$ cat config.mk
export PLATFORM = sky130hd
export DESIGN_NAME = step_sequencer_sine_oscillator
export DESIGN_NICKNAME = d
export VERILOG_FILES = /design/src/rtl/core/sso_pkg.sv /design/src/rtl/core/step_sequencer_sine_oscillator.sv /design/src/rtl/core/sso_ram.sv /design/src/rtl/core/sso_incr.sv
export SDC_FILE = /design/constraint.sdc
export NUM_CORES = 2
export LEC_CHECK = 0
export BUFFER_PORTS_ARGS = -buffer_cell sky130_fd_sc_hd__buf_2
export CORE_ASPECT_RATIO = 0.8
export CORE_MARGIN = 2
export CORE_UTILIZATION = 30
export CTS_BUF_LIST = sky130_fd_sc_hd__clkbuf_8
export CTS_CLUSTER_DIAMETER = 40
export DETAILED_ROUTE_END_ITERATION = 12
export PLACE_DENSITY = 0.4
export SETUP_SLACK_MARGIN = 0.4
export SYNTH_ARGS = -nofsm -noshare
export SYNTH_HDL_FRONTEND = slang
export SYNTH_SLANG_ARGS = --single-unit
export TNS_END_PERCENT = 20
$ cat constraint.sdc
create_clock -name clk -period 10.2 [get_ports clk]
set_clock_uncertainty 0.15 [all_clocks]
set_input_delay 0.51 -clock clk [delete_from_list [all_inputs] [get_ports clk]]
set_output_delay 0.51 -clock clk [all_outputs]
set_load 0.01 [all_outputs]
$ cat src/rtl/core/sso_pkg.sv
`timescale 1ns / 1ps
// ----------------------------------------------------------------------------
// Step sequencer sine oscillator package
// Shared sizes, fixed-point constants, the sine ROM contents and the
// step-table write word.
// ----------------------------------------------------------------------------
package sso_pkg;

  localparam int STEP_COUNT       = 8;
  localparam int STEP_W           = (STEP_COUNT > 1) ? $clog2(STEP_COUNT) : 1;
  localparam int SINE_TABLE_DEPTH = 256;
  localparam int SINE_ADDR_W      = $clog2(SINE_TABLE_DEPTH);

  localparam int PHASE_W    = 32;
  localparam int FREQ_W     = 16;
  localparam int INTERVAL_W = 16;
  localparam int SAMPLE_W   = 16;
  localparam int STEP_IN_W  = 3;
  localparam int STEP_OUT_W = 3;

  localparam logic [INTERVAL_W-1:0] INTERVAL_RESET = 16'd150;

  // Phase increment = round(f * 2^28 / fs), split as
  // f * Q + floor((f * R + fs/2) / fs) with 2^28 = fs * Q + R.
  localparam longint unsigned SAMPLE_RATE_HZ = 64'd44100;
  localparam longint unsigned TURN_Q28       = 64'd1 << 28;
  localparam int              INC_W          = 29;
  localparam logic [12:0]     INC_Q          = 13'(TURN_Q28 / SAMPLE_RATE_HZ);
  localparam logic [15:0]     INC_R          = 16'(TURN_Q28 % SAMPLE_RATE_HZ);
  localparam logic [14:0]     INC_HALF       = 15'(SAMPLE_RATE_HZ / 2);

  // The remainder term is divided by fs as a shift by two followed by a
  // reciprocal multiply that is exact for every 30-bit dividend.
  localparam longint unsigned RATE_QUARTER = SAMPLE_RATE_HZ / 4;
  localparam int              RECIP_SHIFT  = 44;
  localparam logic [30:0]     INC_RECIP    =
    31'(((64'd1 << RECIP_SHIFT) + RATE_QUARTER - 1) / RATE_QUARTER);

  typedef struct packed {
    logic              en;
    logic [STEP_W-1:0] addr;
    logic [INC_W-1:0]  data;
  } step_wr_t;

  typedef logic [SINE_TABLE_DEPTH-1:0][SAMPLE_W-1:0] sine_rom_t;

  localparam longint unsigned Q30_ONE     = 64'd1 << 30;
  localparam longint unsigned HALF_PI_Q30 = 64'd1686629713;

  // Builds the sine ROM at elaboration: quarter-wave folding, then an odd
  // Taylor series to x^11 by Horner in unsigned Q30 with truncation.
  function automatic sine_rom_t build_sine_rom();
    sine_rom_t       rom;
    longint unsigned t;
    longint unsigned u;
    longint unsigned x;
    longint unsigned x2;
    longint unsigned term;
    longint unsigned s;
    longint unsigned amp;
    longint unsigned quad;
    for (int k = 0; k < SINE_TABLE_DEPTH; k++) begin
      t    = (64'(k) << 32) / 64'(SINE_TABLE_DEPTH);
      quad = (t >> 30) & 64'd3;
      u    = t & (Q30_ONE - 64'd1);
      if (quad[0]) begin
        u = Q30_ONE - u;
      end
      x    = (u * HALF_PI_Q30) >> 30;
      x2   = (x * x) >> 30;
      term = Q30_ONE - x2 / 64'd110;
      term = Q30_ONE - ((x2 * term) >> 30) / 64'd72;
      term = Q30_ONE - ((x2 * term) >> 30) / 64'd42;
      term = Q30_ONE - ((x2 * term) >> 30) / 64'd20;
      term = Q30_ONE - ((x2 * term) >> 30) / 64'd6;
      s    = (x * term) >> 30;
      amp  = (s * 64'd32767 + (Q30_ONE >> 1)) >> 30;
      if (amp > 64'd32767) begin
        amp = 64'd32767;
      end
      if (quad[1]) begin
        rom[k] = 16'(64'h10000 - amp);
      end else begin
        rom[k] = 16'(amp);
      end
    end
    return rom;
  endfunction

  localparam sine_rom_t SINE_ROM = build_sine_rom();

endpackage

$ cat src/rtl/core/step_sequencer_sine_oscillator.sv
`timescale 1ns / 1ps
// ----------------------------------------------------------------------------
// Step sequencer sine oscillator
// Millisecond-paced step sequencer whose current step frequency drives a
// 32-bit phase accumulator and a 256-entry sine ROM.
// ----------------------------------------------------------------------------
// Sample words (tuser low) are taken one per cycle while in_tready is high,
// and each gives one output word, registered in the RAM read stage and then
// written into the output queue; the step RAM read and the phase update form
// a two-stage loop that keeps pace with one word a cycle. A frequency write
// word (tuser high) gives no output; it passes through the three-stage
// increment converter to the step RAM, and in_tready stays low until then.
// The step table reads as zero after reset through per-step valid bits, so no
// clearing pass is needed. A four-word output queue decouples the two sides.
module step_sequencer_sine_oscillator
  import sso_pkg::*;
(
  input  logic        clk,
  input  logic        rst_n,
  // in_tdata: ms_strobe [0], step_index [3:1], new_frequency [19:4]
  input  logic        in_tvalid,
  output logic        in_tready,
  input  logic [23:0] in_tdata,
  // in_tuser: command [0]
  input  logic        in_tuser,
  // out_tdata: sample [15:0], current_step_out [18:16]
  output logic        out_tvalid,
  input  logic        out_tready,
  output logic [23:0] out_tdata,
  // out_tuser: step_tick [0]
  output logic        out_tuser,
  input  logic        cfg_wr_en,
  input  logic [15:0] cfg_wr_data
);

  localparam int OUT_DEPTH = 4;
  localparam int OUT_PTR_W = $clog2(OUT_DEPTH);
  localparam int OUT_CNT_W = OUT_PTR_W + 1;

  typedef struct packed {
    logic [SAMPLE_W-1:0]   sample;
    logic [STEP_OUT_W-1:0] step;
    logic                  tick;
  } out_word_t;

  logic                  in_ms_strobe;
  logic [STEP_IN_W-1:0]  in_step_index;
  logic [FREQ_W-1:0]     in_new_frequency;

  logic [INTERVAL_W-1:0] interval_r;
  logic [INTERVAL_W-1:0] elapsed_r;
  logic [INTERVAL_W-1:0] elapsed_inc;
  logic [INTERVAL_W-1:0] elapsed_nxt;
  logic [STEP_W-1:0]     step_r;
  logic [STEP_W-1:0]     step_nxt;
  logic                  advance;
  logic [STEP_COUNT-1:0] step_valid_r;
  logic [PHASE_W-1:0]    phase_r;

  logic                  in_acc;
  logic                  sample_acc;
  logic                  write_acc;
  logic                  wr_busy;
  step_wr_t              ram_wr;
  logic [INC_W-1:0]      ram_q;

  logic                  s1_valid_r;
  logic                  s1_tick_r;
  logic [STEP_W-1:0]     s1_step_r;
  logic                  s1_entry_valid_r;
  logic [PHASE_W-1:0]    s1_inc;

  out_word_t             fifo_r [OUT_DEPTH];
  logic [OUT_PTR_W-1:0]  wr_ptr_r;
  logic [OUT_PTR_W-1:0]  rd_ptr_r;
  logic [OUT_CNT_W-1:0]  count_r;
  logic [OUT_CNT_W-1:0]  count_nxt;
  logic                  pop;
  out_word_t             push_word;
  out_word_t             head_word;

  assign in_ms_strobe     = in_tdata[0];
  assign in_step_index    = in_tdata[3:1];
  assign in_new_frequency = in_tdata[19:4];

  // Room is counted for the word still in the RAM read stage as well.
  assign in_tready  = !wr_busy &&
                      ((count_r + OUT_CNT_W'(s1_valid_r)) < OUT_CNT_W'(OUT_DEPTH));
  assign in_acc     = in_tvalid && in_tready;
  assign sample_acc = in_acc && !in_tuser;
  assign write_acc  = in_acc && in_tuser &&
                      (32'(in_step_index) < 32'(STEP_COUNT));

  always_comb begin
    elapsed_inc = elapsed_r;
    if (in_ms_strobe && (elapsed_r != '1)) begin
      elapsed_inc = elapsed_r + 1'b1;
    end
    advance     = elapsed_inc > interval_r;
    elapsed_nxt = advance ? '0 : elapsed_inc;
    step_nxt    = step_r;
    if (advance) begin
      if (step_r == STEP_W'(STEP_COUNT - 1)) begin
        step_nxt = '0;
      end else begin
        step_nxt = step_r + 1'b1;
      end
    end
  end

  sso_incr u_incr (
    .clk       (clk),
    .rst_n     (rst_n),
    .req_valid (write_acc),
    .req_addr  (STEP_W'(in_step_index)),
    .req_freq  (in_new_frequency),
    .wr        (ram_wr),
    .busy      (wr_busy)
  );

  sso_ram #(
    .WIDTH (INC_W),
    .DEPTH (STEP_COUNT)
  ) u_step_ram (
    .clk     (clk),
    .wr_en   (ram_wr.en),
    .wr_addr (ram_wr.addr),
    .wr_data (ram_wr.data),
    .rd_en   (sample_acc),
    .rd_addr (step_nxt),
    .rd_data (ram_q)
  );

  assign s1_inc = s1_entry_valid_r ? PHASE_W'(ram_q) : '0;

  always_ff @(posedge clk) begin
    if (!rst_n) begin
      interval_r   <= INTERVAL_RESET;
      elapsed_r    <= '0;
      step_r       <= '0;
      step_valid_r <= '0;
      phase_r      <= '0;
      s1_valid_r   <= 1'b0;
    end else begin
      if (cfg_wr_en) begin
        interval_r <= cfg_wr_data;
      end
      if (sample_acc) begin
        elapsed_r <= elapsed_nxt;
        step_r    <= step_nxt;
      end
      if (ram_wr.en) begin
        step_valid_r[ram_wr.addr] <= 1'b1;
      end
      if (s1_valid_r) begin
        phase_r <= phase_r + s1_inc;
      end
      s1_valid_r <= sample_acc;
    end
    if (sample_acc) begin
      s1_tick_r        <= advance;
      s1_step_r        <= step_nxt;
      s1_entry_valid_r <= step_valid_r[step_nxt];
    end
  end

  // The sample is taken from the phase before this word's increment lands.
  assign push_word.sample = SINE_ROM[phase_r[PHASE_W-1 -: SINE_ADDR_W]];
  assign push_word.step   = STEP_OUT_W'(s1_step_r);
  assign push_word.tick   = s1_tick_r;

  assign pop       = out_tvalid && out_tready;
  assign head_word = fifo_r[rd_ptr_r];

  always_comb begin
    count_nxt = count_r;
    unique case ({s1_valid_r, pop})
      2'b10:   count_nxt = count_r + 1'b1;
      2'b01:   count_nxt = count_r - 1'b1;
      default: count_nxt = count_r;
    endcase
  end

  always_ff @(posedge clk) begin
    if (!rst_n) begin
      wr_ptr_r <= '0;
      rd_ptr_r <= '0;
      count_r  <= '0;
    end else begin
      if (s1_valid_r) begin
        wr_ptr_r <= wr_ptr_r + 1'b1;
      end
      if (pop) begin
        rd_ptr_r <= rd_ptr_r + 1'b1;
      end
      count_r <= count_nxt;
    end
    if (s1_valid_r) begin
      fifo_r[wr_ptr_r] <= push_word;
    end
  end

  assign out_tvalid = count_r != '0;
  assign out_tdata  = {5'd0, head_word.step, head_word.sample};
  assign out_tuser  = head_word.tick;

  a_no_queue_overflow: assert property (@(posedge clk) disable iff (!rst_n)
    !(s1_valid_r && !pop && (count_r == OUT_CNT_W'(OUT_DEPTH))))
    else $error("output queue overflow");

  a_sample_reaches_stage: assert property (@(posedge clk) disable iff (!rst_n)
    sample_acc |=> s1_valid_r)
    else $error("accepted sample word lost before the RAM stage");

  a_step_in_range: assert property (@(posedge clk) disable iff (!rst_n)
    32'(step_r) < 32'(STEP_COUNT))
    else $error("current step out of range");

  a_tick_moves_step: assert property (@(posedge clk) disable iff (!rst_n)
    (sample_acc && advance) |=> (step_r != $past(step_r)))
    else $error("step tick without step change");

  a_no_read_during_update: assert property (@(posedge clk) disable iff (!rst_n)
    ram_wr.en |-> !sample_acc)
    else $error("step RAM read while an update is pending");

endmodule

$ cat src/rtl/core/sso_ram.sv
`timescale 1ns / 1ps
// ----------------------------------------------------------------------------
// Generic RAM
// One write port and one read port, read data registered.
// ----------------------------------------------------------------------------
module sso_ram #(
  parameter int WIDTH = 8,
  parameter int DEPTH = 8
) (
  input  logic                     clk,
  input  logic                     wr_en,
  input  logic [$clog2(DEPTH)-1:0] wr_addr,
  input  logic [WIDTH-1:0]         wr_data,
  input  logic                     rd_en,
  input  logic [$clog2(DEPTH)-1:0] rd_addr,
  output logic [WIDTH-1:0]         rd_data
);

  logic [WIDTH-1:0] mem_r [DEPTH];
  logic [WIDTH-1:0] rd_data_r;

  always_ff @(posedge clk) begin
    if (wr_en) begin
      mem_r[wr_addr] <= wr_data;
    end
    if (rd_en) begin
      rd_data_r <= mem_r[rd_addr];
    end
  end

  assign rd_data = rd_data_r;

endmodule

$ cat src/rtl/core/sso_incr.sv
`timescale 1ns / 1ps
// ----------------------------------------------------------------------------
// Phase increment converter
// Three-stage pipeline turning a step frequency in 1/16 Hz into a rounded
// 32-bit-turn phase increment, ready to be written into the step RAM.
// ----------------------------------------------------------------------------
module sso_incr
  import sso_pkg::*;
(
  input  logic              clk,
  input  logic              rst_n,
  input  logic              req_valid,
  input  logic [STEP_W-1:0] req_addr,
  input  logic [FREQ_W-1:0] req_freq,
  output step_wr_t          wr,
  output logic              busy
);

  localparam int PROD_W = 61;

  logic              s1_valid_r;
  logic [STEP_W-1:0] s1_addr_r;
  logic [INC_W-1:0]  fq_r;
  logic [31:0]       v_r;

  logic              s2_valid_r;
  logic [STEP_W-1:0] s2_addr_r;
  logic [INC_W-1:0]  fq2_r;
  logic [PROD_W-1:0] prod_r;

  step_wr_t          wr_r;

  always_ff @(posedge clk) begin
    if (!rst_n) begin
      s1_valid_r <= 1'b0;
      s2_valid_r <= 1'b0;
      wr_r.en    <= 1'b0;
    end else begin
      s1_valid_r <= req_valid;
      s2_valid_r <= s1_valid_r;
      wr_r.en    <= s2_valid_r;
    end
    s1_addr_r <= req_addr;
    fq_r      <= INC_W'(req_freq) * INC_W'(INC_Q);
    v_r       <= 32'(req_freq) * 32'(INC_R) + 32'(INC_HALF);
    s2_addr_r <= s1_addr_r;
    fq2_r     <= fq_r;
    prod_r    <= PROD_W'(v_r[31:2]) * PROD_W'(INC_RECIP);
    wr_r.addr <= s2_addr_r;
    wr_r.data <= fq2_r + INC_W'(prod_r[PROD_W-1:RECIP_SHIFT]);
  end

  assign wr   = wr_r;
  assign busy = s1_valid_r | s2_valid_r | wr_r.en;

endmodule
==> flow_metrics.tcl <==
set metrics [dict create \
    outcome "finished clean" \
    drv_cap 0 \
    core_um2 163000 \
    ys_seq_elements 589 \
    hold_violations 0 \
    drt-total-wl_um 150000 \
    netlist_instances 4570 \
    setup_viol 0 \
    grt_max_degree 102 \
    die_x_um 457 \
    layout_common_cells "inv_1, ha_1, fa_1" \
    tightest_slew_ns 1.09 \
    crit_arrival_ns 9.61 \
    path_class "flop to flop" \
    drt_first_pass_iters 5 \
    place_ws_ns 1.25 \
    async_flop_share 0 \
    rsz0062_at_grt "false" \
    routed_via_density 4.88 \
    die_area_um2 167000 \
    ctsLongestPathBuffers 3 \
    startpoint_type "flop" \
    multi_input_area_um2 30500 \
    synth_ff_type "edfxtp_1" \
    dp_hpwl_um 113000 \
    cts_root_buffer "clkbuf_8" \
    fin_util 0.337 \
    nNetsFinal 5855 \
    initial_core_util 0.303 \
    fmax_ghz 0.110 \
    grtUsageMet3 0.0377 \
    overflow 0 \
    cts.sinks 589 \
    syn_to_final_growth_pct 11.2 \
    post-route-min-period_ns 9.08 \
    drc 0 \
    grt_util_met1 0.269 \
    post-route-period-util 0.890 \
    yosysWarnings 0 \
    crit_required_ns 10.72 \
    yosysSeqAreaShare 0.310 \
    routedWlPerCell_um 21.7 \
    grt_pass1_vias 35200 \
    num_rows 132 \
    drive_gt1_frac 0.0727 \
    yosysUniqueCellTypes 89 \
    final.setup.worst_slack_ns 1.12 \
    mostFrequentLayoutCell "inv_1" \
    htreeDepth 3 \
    grt_usage 0.180 \
    slew-limit-headroom 0.272 \
    antenna_found_initial 9 \
    synth_top_area_share 0.215 \
    grt_util_met2 0.264 \
    drt.antenna.violating_nets 0 \
    top_usage_layer "met1" \
    synth.top_cells.by_area "fa_1, edfxtp_1, ha_1" \
    die_y_um 366 \
    end_kind "flop" \
    place.gp.congestion 0.950 \
    synth_edf_count 346 \
    io_pins 73 \
    port_buffers 63 \
    cts_tree "yes" \
    tns_ns 0 \
    clk_pin_slew_worst_paths_ns 0.06 \
    fillCellCount 16600 \
    yosys.area.top_type "fa_1" \
    syn_avg_cell_area_um2 10.8 \
    ff_latch_area_um2 15300 \
    synth.cell_area_um2 49300 \
    insertion_delay_ns 0.82 \
    initialDrtViolationCount 2458 \
    numCtsBuffers 104 \
    worstPathMaxFanout 9 \
    via_count 33800 \
    drv_slew 0 \
    grt_first_pass_wirelength_um 229000 \
    hp-class "input pin to flop" \
]
[sequential cells by signal, indices dropped and copies added, names as in the netlist, 8 cells and up, named ones only]
signal	flops
u_step_ram.mem_r	232
fifo_r	80
u_incr.wr	33
phase_r	32
u_step_ram.rd_data	29
u_incr.fq_r	28
u_incr.v_r	28
u_incr.fq2_r	27
u_incr.prod_r	18
elapsed_r	16
interval_r	16
push_word	16
step_valid_r	8
[worst paths after layout]
check	slack, ns	to	depth (start not counted)	start
worst max register to register	1.12	u_incr.prod_r[57]	27	u_incr.v_r[16]
worst min-delay path	0.10	elapsed_r[0]	4	in_tdata[0]
worst max-delay path	1.12	u_incr.prod_r[57]	27	u_incr.v_r[16]
worst min register to register	0.16	u_incr.s2_addr_r[2]	0	u_incr.s1_addr_r[2]
[Yosys cell counts, types with 28 or more instances]
master	number
inv_1	770
ha_1	601
fa_1	528
edfxtp_1	346
nand2_1	271
dfxtp_1	243
nor2_1	238
a21oi_1	196
mux2i_1	130
o21ai_0	122
clkbuf_1	113
xnor2_1	94
nand3_1	81
xor2_1	63
and2_1	50
a221oi_1	46
a21o_1	41
nor3_1	41
o211ai_1	38
a211oi_1	35
a31oi_1	34
a32o_1	31
buf_2	31
nand4_1	28
[metrics by stage]
stage / std cells / cell area (um^2) / hold WS (ns)
2_1_floorplan: 4574 / 49300 / 0.160
3_3_place_gp: 6689 / 52300 / 0.160
3_5_place_dp: 6689 / 52300 / 0.162
4_1_cts: 6916 / 54800 / 0.00493
5_1_grt: 6917 / 54800 / 0.0747
6_report: 6919 / 54800 / 0.105
[cell type report]
type                    instances  area share
inverters                     773      0.0531
multi-input cells            3047       0.557
clock buffers                 109      0.0274
flip-flops and latches        589       0.279
repair buffers                165      0.0215
clock inverters                89      0.0131
diodes                          3    0.000137
well taps                    2144      0.0490
[kinds of logic (layout without fill, tap and decap cells)]
family,Yosys count,after routing,synth area share
flip-flops,589,589,0.310
AND/OR/NAND/NOR,854,854,0.0817
XOR/XNOR,157,157,0.0279
buffers and inverters,938,1136,0.0733
AO/OA/AOI/OAI,748,748,0.104
other,1,8,0.0000761
multiplexers,154,154,0.0365
adder cells (fa/ha/maj),1129,1129,0.367
[worst max-delay path, cell delays in order, from the launching register on]
cell and delay (ns):
dfxtp_1 0.81, ha_1 0.42, inv_1 0.11, fa_1 0.56, inv_1 0.07, fa_1 0.66
inv_1 0.10, fa_1 0.50, inv_1 0.05, fa_1 0.56, fa_1 0.44, fa_1 0.49
inv_1 0.05, fa_1 0.49, inv_1 0.04, ha_1 0.29, nand4_1 0.13, o21ai_0 0.10
a31oi_1 0.15, o21ai_0 0.11, a221oi_1 0.67, o21ai_0 0.54, a31oi_1 0.54, nor2_1 0.15
o31a_1 0.34, o21a_1 0.19, nor2_1 0.11, xnor2_1 0.12
[layer usage]
layer,vias up,routed length (um),part of all wire
met4,4,2820,0.019
met5,-,32,0.00021
met3,219,9330,0.062
met1,16700,74600,0.50
li1,15900,-,-
met2,943,63100,0.42
[timing repair]
action | in CTS | in global routing
hold buffers | 29 | 0
buffers inserted | 0 | 0
gates resized for setup | 0 | 0
endpoints found under the hold margin | 28 | 0
Power is not shown: default switching activity piles up to over one toggle a cycle in this logic, so the estimate is an artifact.
